==> src/hw/rtl/sac_pkg.sv <==
// Shared types, constants and helper codes for the shadow alarm controller.
package sac_pkg;

  localparam int SAMPLE_BITS   = 12;
  localparam int COUNT_BITS    = 16;
  localparam int FRAC_BITS     = 16;
  localparam int BASE_BITS     = SAMPLE_BITS + FRAC_BITS;
  localparam int WEIGHT_BITS   = 16;
  localparam int PROD_A_BITS   = BASE_BITS + WEIGHT_BITS + 1;
  localparam int PROD_B_BITS   = SAMPLE_BITS + WEIGHT_BITS;
  localparam int SUM_BITS      = BASE_BITS + FRAC_BITS + 2;
  localparam int TRIP_BITS     = BASE_BITS + 9;
  localparam int PCT_BITS      = 7;
  localparam int CFG_ADDR_BITS = 3;
  localparam int CFG_DATA_BITS = 16;

  localparam logic [COUNT_BITS-1:0] CNT_MAX = {COUNT_BITS{1'b1}};

  localparam logic [1:0] REQ_TICK   = 2'd0;
  localparam logic [1:0] REQ_LEFT   = 2'd1;
  localparam logic [1:0] REQ_RIGHT  = 2'd2;
  localparam logic [1:0] REQ_SAMPLE = 2'd3;

  localparam logic [CFG_ADDR_BITS-1:0] REG_NEW_WEIGHT   = 3'd0;
  localparam logic [CFG_ADDR_BITS-1:0] REG_SHADOW_PCT   = 3'd1;
  localparam logic [CFG_ADDR_BITS-1:0] REG_CALIB_TICKS  = 3'd2;
  localparam logic [CFG_ADDR_BITS-1:0] REG_CODE_TIMEOUT = 3'd3;
  localparam logic [CFG_ADDR_BITS-1:0] REG_FLASH_TICKS  = 3'd4;
  localparam logic [CFG_ADDR_BITS-1:0] REG_BREATHE      = 3'd5;
  localparam logic [CFG_ADDR_BITS-1:0] REG_CALIB_BLINK  = 3'd6;
  localparam logic [CFG_ADDR_BITS-1:0] REG_ALARM_STROBE = 3'd7;

  localparam logic [7:0]  FADE_STEP    = 8'd5;
  localparam logic [7:0]  FADE_TOP     = 8'd150;
  localparam logic [7:0]  FLASH_LEVEL  = 8'd150;
  localparam logic [23:0] COLOR_WHITE  = {FLASH_LEVEL, FLASH_LEVEL, FLASH_LEVEL};
  localparam logic [23:0] COLOR_YELLOW = {8'd100, 8'd80, 8'd0};
  localparam logic [23:0] COLOR_RED    = {8'd255, 8'd0, 8'd0};
  localparam logic [23:0] COLOR_BLUE   = {8'd0, 8'd0, 8'd255};
  localparam logic [23:0] COLOR_OFF    = 24'd0;

  typedef enum logic [1:0] {
    MODE_UNARMED = 2'd0,
    MODE_CALIB   = 2'd1,
    MODE_ARMED   = 2'd2,
    MODE_ALARM   = 2'd3
  } mode_t;

  typedef enum logic [2:0] {
    ST_IDLE,
    ST_EVAL,
    ST_MUL,
    ST_SUM,
    ST_TRIP,
    ST_CMP,
    ST_LED,
    ST_DONE
  } state_t;

  typedef struct packed {
    logic [1:0]             req_type;
    logic [SAMPLE_BITS-1:0] light_sample;
  } in_t;

  typedef struct packed {
    logic [1:0] mode;
    logic [1:0] code_progress;
    logic       flash_on;
    logic [7:0] led_red;
    logic [7:0] led_green;
    logic [7:0] led_blue;
    logic       alarm_tripped;
  } out_t;

  typedef struct packed {
    logic accept;
    logic eval;
    logic mul;
    logic sum;
    logic trip;
    logic cmp;
    logic led;
    logic load_out;
  } cmd_t;

  typedef struct packed {
    logic sample_upd;
  } sts_t;

endpackage

==> src/hw/rtl/sac_ctrl.sv <==
// Sequencing state machine and output handshake for the shadow alarm controller.
module sac_ctrl (
  input  logic          clk,
  input  logic          rst_n,
  input  logic          in_valid,
  output logic          in_stall,
  output logic          out_valid,
  input  logic          out_stall,
  input  sac_pkg::sts_t sts,
  output sac_pkg::cmd_t cmd
);

  sac_pkg::state_t state_r, state_nxt;
  logic            out_valid_r, out_valid_nxt;
  logic            out_free;

  assign out_free  = !out_valid_r || !out_stall;
  assign in_stall  = (state_r != sac_pkg::ST_IDLE);
  assign out_valid = out_valid_r;

  always_comb begin
    state_nxt = state_r;
    unique case (state_r)
      sac_pkg::ST_IDLE: if (in_valid) state_nxt = sac_pkg::ST_EVAL;
      sac_pkg::ST_EVAL: state_nxt = sts.sample_upd ? sac_pkg::ST_MUL : sac_pkg::ST_LED;
      sac_pkg::ST_MUL:  state_nxt = sac_pkg::ST_SUM;
      sac_pkg::ST_SUM:  state_nxt = sac_pkg::ST_TRIP;
      sac_pkg::ST_TRIP: state_nxt = sac_pkg::ST_CMP;
      sac_pkg::ST_CMP:  state_nxt = sac_pkg::ST_LED;
      sac_pkg::ST_LED:  state_nxt = sac_pkg::ST_DONE;
      sac_pkg::ST_DONE: if (out_free) state_nxt = sac_pkg::ST_IDLE;
      default:          state_nxt = sac_pkg::ST_IDLE;
    endcase
  end

  always_comb begin
    cmd = '0;
    unique case (state_r)
      sac_pkg::ST_IDLE: cmd.accept   = in_valid;
      sac_pkg::ST_EVAL: cmd.eval     = 1'b1;
      sac_pkg::ST_MUL:  cmd.mul      = 1'b1;
      sac_pkg::ST_SUM:  cmd.sum      = 1'b1;
      sac_pkg::ST_TRIP: cmd.trip     = 1'b1;
      sac_pkg::ST_CMP:  cmd.cmp      = 1'b1;
      sac_pkg::ST_LED:  cmd.led      = 1'b1;
      sac_pkg::ST_DONE: cmd.load_out = out_free;
      default:          cmd = '0;
    endcase
  end

  always_comb begin
    out_valid_nxt = out_valid_r;
    if (cmd.load_out) begin
      out_valid_nxt = 1'b1;
    end else if (!out_stall) begin
      out_valid_nxt = 1'b0;
    end
  end

  always_ff @(posedge clk) begin
    if (!rst_n) begin
      state_r     <= sac_pkg::ST_IDLE;
      out_valid_r <= 1'b0;
    end else begin
      state_r     <= state_nxt;
      out_valid_r <= out_valid_nxt;
    end
  end

endmodule

==> src/hw/rtl/sac_datapath.sv <==
// Mode, timer, baseline and LED datapath of the shadow alarm controller.
module sac_datapath (
  input  logic                                 clk,
  input  logic                                 rst_n,
  input  sac_pkg::cmd_t                        cmd,
  output sac_pkg::sts_t                        sts,
  input  sac_pkg::in_t                         in_data,
  output sac_pkg::out_t                        out_data,
  input  logic                                 cfg_we,
  input  logic [sac_pkg::CFG_ADDR_BITS-1:0]    cfg_addr,
  input  logic [sac_pkg::CFG_DATA_BITS-1:0]    cfg_wdata
);

  localparam int CB = sac_pkg::COUNT_BITS;
  localparam int BB = sac_pkg::BASE_BITS;
  localparam int SB = sac_pkg::SAMPLE_BITS;
  localparam int FB = sac_pkg::FRAC_BITS;
  localparam int WB = sac_pkg::WEIGHT_BITS;
  localparam int TB = sac_pkg::TRIP_BITS;

  // configuration
  logic [WB-1:0]                   weight_r;
  logic [sac_pkg::PCT_BITS-1:0]    pct_r;
  logic [CB-1:0] calib_ticks_r, code_to_r, flash_ticks_r, breathe_r, blink_r, strobe_r;

  // item state
  sac_pkg::in_t   req_r;
  sac_pkg::mode_t mode_r, mode_nxt;
  logic [1:0]     step_r, step_nxt;
  logic           flashing_r, flashing_nxt;
  logic [CB-1:0]  calib_el_r, calib_el_nxt;
  logic [CB-1:0]  code_el_r, code_el_nxt;
  logic [CB-1:0]  flash_el_r, flash_el_nxt;
  logic [CB-1:0]  led_el_r, led_el_nxt;
  logic           phase_r, phase_nxt;
  logic [7:0]     bright_r, bright_nxt;
  logic           fade_down_r, fade_down_nxt;
  logic [BB-1:0]  base_r, base_nxt;
  logic           base_valid_r, base_valid_nxt;
  logic [23:0]    color_r, color_nxt;
  logic           tripped_r, tripped_nxt;
  sac_pkg::out_t  out_r;

  // arithmetic pipeline
  logic [sac_pkg::PROD_A_BITS-1:0] prod_a_r;
  logic [sac_pkg::PROD_B_BITS-1:0] prod_b_r;
  logic signed [TB-1:0]            diff100_r;
  logic signed [TB-1:0]            pct_base_r;
  logic [sac_pkg::SUM_BITS-1:0]    sum_w;
  logic [BB-1:0]                   s16_w;
  logic signed [TB-1:0]            diff_w;
  logic [WB:0]                     keep_w;
  logic [7:0]                      bright_w;

  function automatic logic [CB-1:0] bump(input logic [CB-1:0] c);
    bump = (c == sac_pkg::CNT_MAX) ? c : c + 1'b1;
  endfunction

  assign s16_w  = {req_r.light_sample, {FB{1'b0}}};
  assign keep_w = {1'b1, {WB{1'b0}}} - {1'b0, weight_r};
  assign sum_w  = sac_pkg::SUM_BITS'(prod_a_r)
                + sac_pkg::SUM_BITS'({prod_b_r, {FB{1'b0}}})
                + sac_pkg::SUM_BITS'(1 << (FB - 1));
  assign diff_w = TB'($signed({1'b0, base_r})) - TB'($signed({1'b0, s16_w}));

  always_ff @(posedge clk) begin
    if (!rst_n) begin
      weight_r      <= WB'(1311);
      pct_r         <= sac_pkg::PCT_BITS'(20);
      calib_ticks_r <= CB'(2000);
      code_to_r     <= CB'(5000);
      flash_ticks_r <= CB'(150);
      breathe_r     <= CB'(20);
      blink_r       <= CB'(150);
      strobe_r      <= CB'(80);
    end else if (cfg_we) begin
      unique case (cfg_addr)
        sac_pkg::REG_NEW_WEIGHT:   weight_r      <= cfg_wdata;
        sac_pkg::REG_SHADOW_PCT:   pct_r         <= cfg_wdata[sac_pkg::PCT_BITS-1:0];
        sac_pkg::REG_CALIB_TICKS:  calib_ticks_r <= cfg_wdata;
        sac_pkg::REG_CODE_TIMEOUT: code_to_r     <= cfg_wdata;
        sac_pkg::REG_FLASH_TICKS:  flash_ticks_r <= cfg_wdata;
        sac_pkg::REG_BREATHE:      breathe_r     <= cfg_wdata;
        sac_pkg::REG_CALIB_BLINK:  blink_r       <= cfg_wdata;
        sac_pkg::REG_ALARM_STROBE: strobe_r      <= cfg_wdata;
        default:                   weight_r      <= weight_r;
      endcase
    end
  end

  always_comb begin
    mode_nxt       = mode_r;
    step_nxt       = step_r;
    flashing_nxt   = flashing_r;
    calib_el_nxt   = calib_el_r;
    code_el_nxt    = code_el_r;
    flash_el_nxt   = flash_el_r;
    led_el_nxt     = led_el_r;
    phase_nxt      = phase_r;
    bright_nxt     = bright_r;
    fade_down_nxt  = fade_down_r;
    base_nxt       = base_r;
    base_valid_nxt = base_valid_r;
    color_nxt      = color_r;
    tripped_nxt    = tripped_r;
    sts.sample_upd = 1'b0;
    bright_w       = bright_r;

    if (cmd.eval) begin
      tripped_nxt = 1'b0;
      case (req_r.req_type)
        sac_pkg::REQ_TICK: begin
          calib_el_nxt = bump(calib_el_r);
          code_el_nxt  = bump(code_el_r);
          flash_el_nxt = bump(flash_el_r);
          led_el_nxt   = bump(led_el_r);
        end
        sac_pkg::REQ_LEFT: begin
          if (mode_r == sac_pkg::MODE_UNARMED) begin
            mode_nxt     = sac_pkg::MODE_CALIB;
            calib_el_nxt = '0;
          end else if (mode_r == sac_pkg::MODE_ALARM) begin
            if (step_r == 2'd0) begin
              step_nxt     = 2'd1;
              code_el_nxt  = '0;
              flashing_nxt = 1'b1;
              flash_el_nxt = '0;
            end else if (step_r == 2'd2) begin
              step_nxt = 2'd0;
              mode_nxt = sac_pkg::MODE_UNARMED;
            end else begin
              step_nxt = 2'd0;
            end
          end
        end
        sac_pkg::REQ_RIGHT: begin
          if (mode_r == sac_pkg::MODE_ARMED) begin
            mode_nxt = sac_pkg::MODE_UNARMED;
          end else if (mode_r == sac_pkg::MODE_ALARM) begin
            if (step_r == 2'd1) begin
              step_nxt     = 2'd2;
              code_el_nxt  = '0;
              flashing_nxt = 1'b1;
              flash_el_nxt = '0;
            end else begin
              step_nxt = 2'd0;
            end
          end
        end
        default: begin
        end
      endcase

      if (mode_nxt == sac_pkg::MODE_CALIB && calib_el_nxt >= calib_ticks_r) begin
        mode_nxt = sac_pkg::MODE_ARMED;
      end
      if (mode_nxt == sac_pkg::MODE_ALARM && step_nxt != 2'd0 && code_el_nxt >= code_to_r) begin
        step_nxt = 2'd0;
      end
      if (flashing_nxt && flash_el_nxt >= flash_ticks_r) begin
        flashing_nxt = 1'b0;
      end

      if (req_r.req_type == sac_pkg::REQ_SAMPLE && mode_nxt == sac_pkg::MODE_ARMED) begin
        if (base_valid_r) begin
          sts.sample_upd = 1'b1;
        end else begin
          base_nxt       = s16_w;
          base_valid_nxt = 1'b1;
        end
      end
    end

    if (cmd.sum) begin
      base_nxt = sum_w[BB+FB-1:FB];
    end

    if (cmd.cmp) begin
      if (base_r != '0 && diff100_r >= pct_base_r) begin
        mode_nxt    = sac_pkg::MODE_ALARM;
        tripped_nxt = 1'b1;
      end
    end

    if (cmd.led) begin
      if (flashing_r) begin
        color_nxt = sac_pkg::COLOR_WHITE;
      end else if (mode_r == sac_pkg::MODE_UNARMED) begin
        color_nxt = sac_pkg::COLOR_OFF;
      end else if (mode_r == sac_pkg::MODE_ARMED) begin
        if (led_el_r >= breathe_r) begin
          led_el_nxt = '0;
          if (fade_down_r) begin
            bright_w = (bright_r >= sac_pkg::FADE_STEP) ? bright_r - sac_pkg::FADE_STEP : 8'd0;
          end else begin
            bright_w = (bright_r <= 8'd255 - sac_pkg::FADE_STEP) ?
                       bright_r + sac_pkg::FADE_STEP : 8'd255;
          end
          bright_nxt = bright_w;
          if (bright_w == 8'd0 || bright_w >= sac_pkg::FADE_TOP) begin
            fade_down_nxt = !fade_down_r;
          end
          color_nxt = {8'd0, bright_w, 8'd0};
        end
      end else if (mode_r == sac_pkg::MODE_CALIB) begin
        if (led_el_r >= blink_r) begin
          led_el_nxt = '0;
          phase_nxt  = !phase_r;
          color_nxt  = !phase_r ? sac_pkg::COLOR_YELLOW : sac_pkg::COLOR_OFF;
        end
      end else begin
        if (led_el_r >= strobe_r) begin
          led_el_nxt = '0;
          phase_nxt  = !phase_r;
          color_nxt  = !phase_r ? sac_pkg::COLOR_RED : sac_pkg::COLOR_BLUE;
        end
      end
    end
  end

  always_ff @(posedge clk) begin
    if (!rst_n) begin
      mode_r       <= sac_pkg::MODE_UNARMED;
      step_r       <= 2'd0;
      flashing_r   <= 1'b0;
      calib_el_r   <= '0;
      code_el_r    <= '0;
      flash_el_r   <= '0;
      led_el_r     <= '0;
      phase_r      <= 1'b0;
      bright_r     <= 8'd0;
      fade_down_r  <= 1'b0;
      base_r       <= '0;
      base_valid_r <= 1'b0;
      color_r      <= sac_pkg::COLOR_OFF;
      tripped_r    <= 1'b0;
    end else begin
      mode_r       <= mode_nxt;
      step_r       <= step_nxt;
      flashing_r   <= flashing_nxt;
      calib_el_r   <= calib_el_nxt;
      code_el_r    <= code_el_nxt;
      flash_el_r   <= flash_el_nxt;
      led_el_r     <= led_el_nxt;
      phase_r      <= phase_nxt;
      bright_r     <= bright_nxt;
      fade_down_r  <= fade_down_nxt;
      base_r       <= base_nxt;
      base_valid_r <= base_valid_nxt;
      color_r      <= color_nxt;
      tripped_r    <= tripped_nxt;
    end
  end

  // payload and product registers
  always_ff @(posedge clk) begin
    if (cmd.accept) begin
      req_r <= in_data;
    end
    if (cmd.mul) begin
      prod_a_r <= sac_pkg::PROD_A_BITS'(base_r * keep_w);
      prod_b_r <= sac_pkg::PROD_B_BITS'(req_r.light_sample * weight_r);
    end
    if (cmd.trip) begin
      diff100_r  <= TB'(diff_w * TB'(100));
      pct_base_r <= $signed(TB'(pct_r * base_r));
    end
    if (cmd.load_out) begin
      out_r.mode          <= mode_r;
      out_r.code_progress <= step_r;
      out_r.flash_on      <= flashing_r;
      out_r.led_red       <= color_r[23:16];
      out_r.led_green     <= color_r[15:8];
      out_r.led_blue      <= color_r[7:0];
      out_r.alarm_tripped <= tripped_r;
    end
  end

  assign out_data = out_r;

endmodule

==> src/hw/rtl/shadow_alarm_controller.sv <==
// Top level of the shadow alarm controller: controller and datapath.
// Each transaction passes through the accept, mode and timer update, LED update and
// output load steps; an armed-mode light sample that updates an already valid baseline
// adds a multiply stage, a sum stage, a scaled-difference multiply stage and a compare
// stage before the LED update. The controller handles one transaction at a time; a new
// one is accepted while the previous result still sits in the output register, and the
// output load stage waits as long as that result is stalled. No clearing pass follows
// reset.
module shadow_alarm_controller (
  input  logic                              clk,
  input  logic                              rst_n,
  input  logic                              in_valid,
  output logic                              in_stall,
  input  sac_pkg::in_t                      in_data,
  output logic                              out_valid,
  input  logic                              out_stall,
  output sac_pkg::out_t                     out_data,
  input  logic                              cfg_we,
  input  logic [sac_pkg::CFG_ADDR_BITS-1:0] cfg_addr,
  input  logic [sac_pkg::CFG_DATA_BITS-1:0] cfg_wdata
);

  sac_pkg::cmd_t cmd;
  sac_pkg::sts_t sts;

  sac_ctrl u_ctrl (
    .clk       (clk),
    .rst_n     (rst_n),
    .in_valid  (in_valid),
    .in_stall  (in_stall),
    .out_valid (out_valid),
    .out_stall (out_stall),
    .sts       (sts),
    .cmd       (cmd)
  );

  sac_datapath u_dp (
    .clk       (clk),
    .rst_n     (rst_n),
    .cmd       (cmd),
    .sts       (sts),
    .in_data   (in_data),
    .out_data  (out_data),
    .cfg_we    (cfg_we),
    .cfg_addr  (cfg_addr),
    .cfg_wdata (cfg_wdata)
  );

endmodule
==> config.mk <==
export PLATFORM = sky130hd
export DESIGN_NAME = shadow_alarm_controller
export DESIGN_NICKNAME = d
export VERILOG_FILES = /design/src/hw/rtl/sac_pkg.sv /design/src/hw/rtl/sac_ctrl.sv /design/src/hw/rtl/sac_datapath.sv /design/src/hw/rtl/shadow_alarm_controller.sv
export SDC_FILE = /design/constraint.sdc
export NUM_CORES = 2
export LEC_CHECK = 0
export BUFFER_PORTS_ARGS = -buffer_cell sky130_fd_sc_hd__buf_4
export CAP_MARGIN = 5
export CORE_MARGIN = 2
export CORE_UTILIZATION = 60
export CTS_BUF_LIST = sky130_fd_sc_hd__clkbuf_4 sky130_fd_sc_hd__clkbuf_8
export DETAILED_ROUTE_END_ITERATION = 6
export PLACE_DENSITY = 0.84
export SYNTH_ARGS = -nofsm -noshare
export SYNTH_HDL_FRONTEND = slang
export SYNTH_SLANG_ARGS = --single-unit
export TNS_END_PERCENT = 10
==> constraint.sdc <==
create_clock -name clk -period 8.65 [get_ports clk]
set_input_delay 1.2975 -clock clk [delete_from_list [all_inputs] [get_ports clk]]
set_output_delay 1.2975 -clock clk [all_outputs]
set_load 0.005 [all_outputs]
==> run_results.csv <==
group,metric,value,unit
status,outcome,"completed",
timing,fin_setup_tns,0,ns
worst_setup_path,critPathMostFrequentCell,"sky130_fd_sc_hd__fa_1",
synthesis,yosysSeqAreaShare,0.193,
clock_network,htreeDepth,3,
final_layout,final_cells,6985,
global_route,initial_antenna_violation_count,2,
placement,dpl-instance-area,52200,µm²
floorplanning,floorplan.initialDensity,0.606,
worst_hold_path,min-delay-path-class,"register to register",
drt,drt_wl_total,130,mm
timing,rsz0062_at_grt,"false",
final_layout,finish.utilization,0.646,
clock_network,cts_buffer_depth,3,
synthesis,synth_cell_types,87,
timing,report.final.slew_viol_count,0,
worst_hold_path,min_delay_path_depth,0,
worst_hold_path,min_to,"u_dp.out_data[14]",
floorplanning,fp.coreArea,83600,µm²
timing,finClkSkew,0.0720,ns
clock_network,tritoncts,"built",
global_route,grt_pass1_wl,212,mm
synthesis,syn_avg_cell_area,8.61,µm²
worst_setup_path,critPathArrivalTime,8.70,ns
synthesis,count_of_flip_flops_with_a_built_in_enable_after_synthesis,161,
final_layout,postLayoutCellArea,54000,µm²
timing,setup_viol,0,
global_route,grt-ovfl-total,0,
synthesis,yosys.area.top_type_share,0.270,
clock_network,path_clk_slew,0.07,ns
drt,postRouteAntennaNets,0,
synthesis,post_synth_inst_count,5879,
synthesis,syn_nets,7114,
timing,timing.final.crit_share,0.956,
final_layout,number_of_nets_in_the_layout,7080,
drt,detailroute.via_count,40960,
worst_setup_path,worst_path_largest_cell_delay,0.57,ns
worst_setup_path,endpoint_of_the_most_critical_register_to_register_path,"u_dp.prod_a_r[43]",
timing,tightest_slew,1.21,ns
timing,fmax,121,MHz
timing,setup_slack,0.381,ns
worst_hold_path,timing.hold.worst.start,"u_dp.color_r[13]",
placement,placed_cells,6844,
power,p_total,19.6,mW
timing,maxSlewHeadroom,0.193,
placement,place_hpwl,100,mm
run,cap_viol_max_count,0,
power,powerDensity,363,nW/µm²
final_layout,syn2layout_area_growth,6.56,%
worst_setup_path,timing.critical_path.required,9.08,ns
worst_setup_path,crit_path_top_delay_cell,"sky130_fd_sc_hd__fa_1",
clock_network,numCtsBuffers,75,
floorplanning,dieArea,86700,µm²
floorplanning,top_level_ports,70,
clock_network,clockRootBuffer,"sky130_fd_sc_hd__clkbuf_8",
worst_setup_path,critical_path.reg2reg.startpoint,"u_dp.weight_r[2]",
global_route,grt.total_usage,0.308,
final_layout,drive_above_1_share,0.0628,
drt,drc,0,
worst_setup_path,crit_path_class,"register to register",
timing,final_hold_fails,0,
synthesis,synth-main-ff-cell,"sky130_fd_sc_hd__dfxtp_1",
synthesis,synthTopCellsByArea,"sky130_fd_sc_hd__fa_1 (27%), sky130_fd_sc_hd__ha_1 (13%), sky130_fd_sc_hd__dfxtp_1 (9.7%)",
synthesis,synth_largest_area_cell,"sky130_fd_sc_hd__fa_1",
worst_setup_path,critPathLaunch,"u_dp.weight_r[2]",
clock_network,insertion_delay,0.72,ns
worst_setup_path,cp-start-kind,"register",
drt,dr.pass1.iters,6,
placement,dp_worst_setup_slack,0.267,ns
placement,port_buffers,69,
worst_setup_path,kind_of_capture_point_of_the_worst_setup_path,"register",
timing,period_needed,8.27,ns
worst_setup_path,cell_depth_of_the_worst_flop_to_flop_path,29,
global_route,grt_max_degree,85,
floorplanning,placement_rows,106,
timing,holdWs,0.450,ns
drt,routed_via_density,5.86,
global_route,first_global_vias,42126,
drt,drt_first_iter_violations,3576,
clock_network,cts_num_sinks,407,
synthesis,synth.yosys.warnings,0,
final_layout,seq_area,9760,µm²
synthesis,ys_async_sr_fraction,0,
worst_setup_path,slack_of_the_worst_reg_to_reg_path,0.38,ns
synthesis,yosys_register_bits,407,
drt,route.detailed.wl_per_inst,18.6,µm
clock_network,ctsHoldBuffers,0,
worst_setup_path,crit_path_max_fanout,8,
final_layout,fill_cell_count,6587,
placement,place_congestion,0.937,
floorplanning,dieHeight,295,µm
power,max-vdd-ir-drop,651,µV
floorplanning,die-width,295,µm
final_layout,multi_input_area,36200,µm²
power,total_leakage_power,26.1,nW
synthesis,synth_area,50600,µm²
## cells by family (layout without fill, tap and decap cells)
logic type                 Yosys count  after routing  share of synthesized area
buffers and inverters             1296           1321                     0.0975
adders and majority gates         1197           1197                      0.397
DFF                                407            407                      0.193
and+or+nand+nor                   1898           1898                      0.169
xor gates and xnor gates           180            180                     0.0311
muxes                               21             21                    0.00422
other                                0              1                          0
AOI/OAI and AO/OA                  880            880                      0.108
## worst max path at each step
| stage | endpoint |
|---|---|
| floorplan | u_dp.prod_a_r[40] |
| global placement | u_dp.prod_a_r[43] |
| detailed placement | u_dp.prod_a_r[40] |
| CTS | u_dp.prod_a_r[43] |
| global route | u_dp.prod_a_r[43] |
| finish | u_dp.prod_a_r[43] |
## sequential cells by signal (all words and copies together), names as in the netlist, 20 cells and up
name and cells:
u_dp.prod_b_r 28, u_dp.base_r 28, u_dp.out_data 20, u_dp.pct_base_r 35
u_dp.prod_a_r 29, u_dp.diff100_r 35
## worst max-delay path: cells and delay by family (launching register included)
kind	cells	cell delay [ns]
xor+xnor	2	0.35
simple gates	9	2.05
fa+ha+maj	7	3.35
compound gates	5	1.26
buf+inv	6	0.67
flops	1	0.31
## synth_stat cells, types with 7 or more instances
library cell	count
sky130_fd_sc_hd__nand4_1	47
sky130_fd_sc_hd__nor4_1	26
sky130_fd_sc_hd__o21ai_0	143
sky130_fd_sc_hd__clkbuf_2	8
sky130_fd_sc_hd__o31ai_1	19
sky130_fd_sc_hd__xnor2_1	123
sky130_fd_sc_hd__a41oi_1	7
sky130_fd_sc_hd__nand2_1	1069
sky130_fd_sc_hd__clkbuf_1	241
sky130_fd_sc_hd__ha_1	513
sky130_fd_sc_hd__a2111oi_0	11
sky130_fd_sc_hd__and2_1	219
sky130_fd_sc_hd__o21a_1	17
sky130_fd_sc_hd__buf_4	11
sky130_fd_sc_hd__o21bai_1	19
sky130_fd_sc_hd__or2_2	11
sky130_fd_sc_hd__o21ai_1	8
sky130_fd_sc_hd__a21oi_1	341
sky130_fd_sc_hd__fa_1	684
sky130_fd_sc_hd__inv_1	1012
sky130_fd_sc_hd__dfxtp_1	246
sky130_fd_sc_hd__nor3_1	59
sky130_fd_sc_hd__a31oi_1	28
sky130_fd_sc_hd__and4_1	7
sky130_fd_sc_hd__nand3_1	84
sky130_fd_sc_hd__xor2_1	57
sky130_fd_sc_hd__nor2_1	228
sky130_fd_sc_hd__or3_1	15
sky130_fd_sc_hd__mux2i_1	18
sky130_fd_sc_hd__a211oi_1	33
sky130_fd_sc_hd__buf_1	9
sky130_fd_sc_hd__buf_2	11
sky130_fd_sc_hd__nor2b_1	39
sky130_fd_sc_hd__a21o_1	133
sky130_fd_sc_hd__edfxtp_1	161
sky130_fd_sc_hd__and3_1	29
sky130_fd_sc_hd__o22ai_1	10
sky130_fd_sc_hd__nand2b_1	36
sky130_fd_sc_hd__o211ai_1	35
## final cells by class
type,instances,area share
inverters,1015,0.0706
flip-flops and latches,407,0.181
multi-input cells,4176,0.670
diodes,1,0.0000464
well taps,1080,0.0250
clock inverters,24,0.00396
clock buffers,112,0.0256
repair buffers,170,0.0236
## report_power, final
part           internal [mW]  switching (mW)
registers               2.97           0.337
logic                   5.73            8.58
clock network           1.07           0.915
total                   9.76            9.83
## layer usage
| metal | vias to the layer above | wire length [µm] | global-route usage | share of wire |
|---|---|---|---|---|
| li1 | 18660 | - | - | - |
| met2 | 1928 | 60100 | 0.499 | 0.46 |
| met5 | - | 0 | 0 | 0 |
| met3 | 443 | 12300 | 0.0631 | 0.095 |
| met1 | 19929 | 50600 | 0.393 | 0.39 |
| met4 | 0 | 6890 | 0.152 | 0.053 |
## timing repair
action	in CTS	in global routing
setup buffers	0	4
gates resized for setup	0	14
endpoints found under the setup margin	0	5
## layout by cell type (no fill, tap or decap), types with 11 or more instances in the layout
cell type	Yosys	layout
sky130_fd_sc_hd__nand2_1	1069	1068
sky130_fd_sc_hd__inv_1	1012	1012
sky130_fd_sc_hd__fa_1	684	684
sky130_fd_sc_hd__ha_1	513	513
sky130_fd_sc_hd__a21oi_1	341	340
sky130_fd_sc_hd__dfxtp_1	246	246
sky130_fd_sc_hd__nor2_1	228	227
sky130_fd_sc_hd__and2_1	219	218
sky130_fd_sc_hd__buf_4	11	170
sky130_fd_sc_hd__edfxtp_1	161	161
sky130_fd_sc_hd__o21ai_0	143	143
sky130_fd_sc_hd__a21o_1	133	133
sky130_fd_sc_hd__xnor2_1	123	113
sky130_fd_sc_hd__clkbuf_8	0	86
sky130_fd_sc_hd__nand3_1	84	84
sky130_fd_sc_hd__nor3_1	59	56
sky130_fd_sc_hd__xor2_1	57	54
sky130_fd_sc_hd__nand4_1	47	47
sky130_fd_sc_hd__nor2b_1	39	37
sky130_fd_sc_hd__nand2b_1	36	35
sky130_fd_sc_hd__o211ai_1	35	35
sky130_fd_sc_hd__a211oi_1	33	32
sky130_fd_sc_hd__and3_1	29	29
sky130_fd_sc_hd__a31oi_1	28	28
sky130_fd_sc_hd__nor4_1	26	26
sky130_fd_sc_hd__clkbuf_4	0	26
sky130_fd_sc_hd__o31ai_1	19	19
sky130_fd_sc_hd__o21bai_1	19	19
sky130_fd_sc_hd__mux2i_1	18	18
sky130_fd_sc_hd__o21a_1	17	17
sky130_fd_sc_hd__or3_1	15	14
sky130_fd_sc_hd__or2_2	11	11
(Power assumes the default switching activity.)
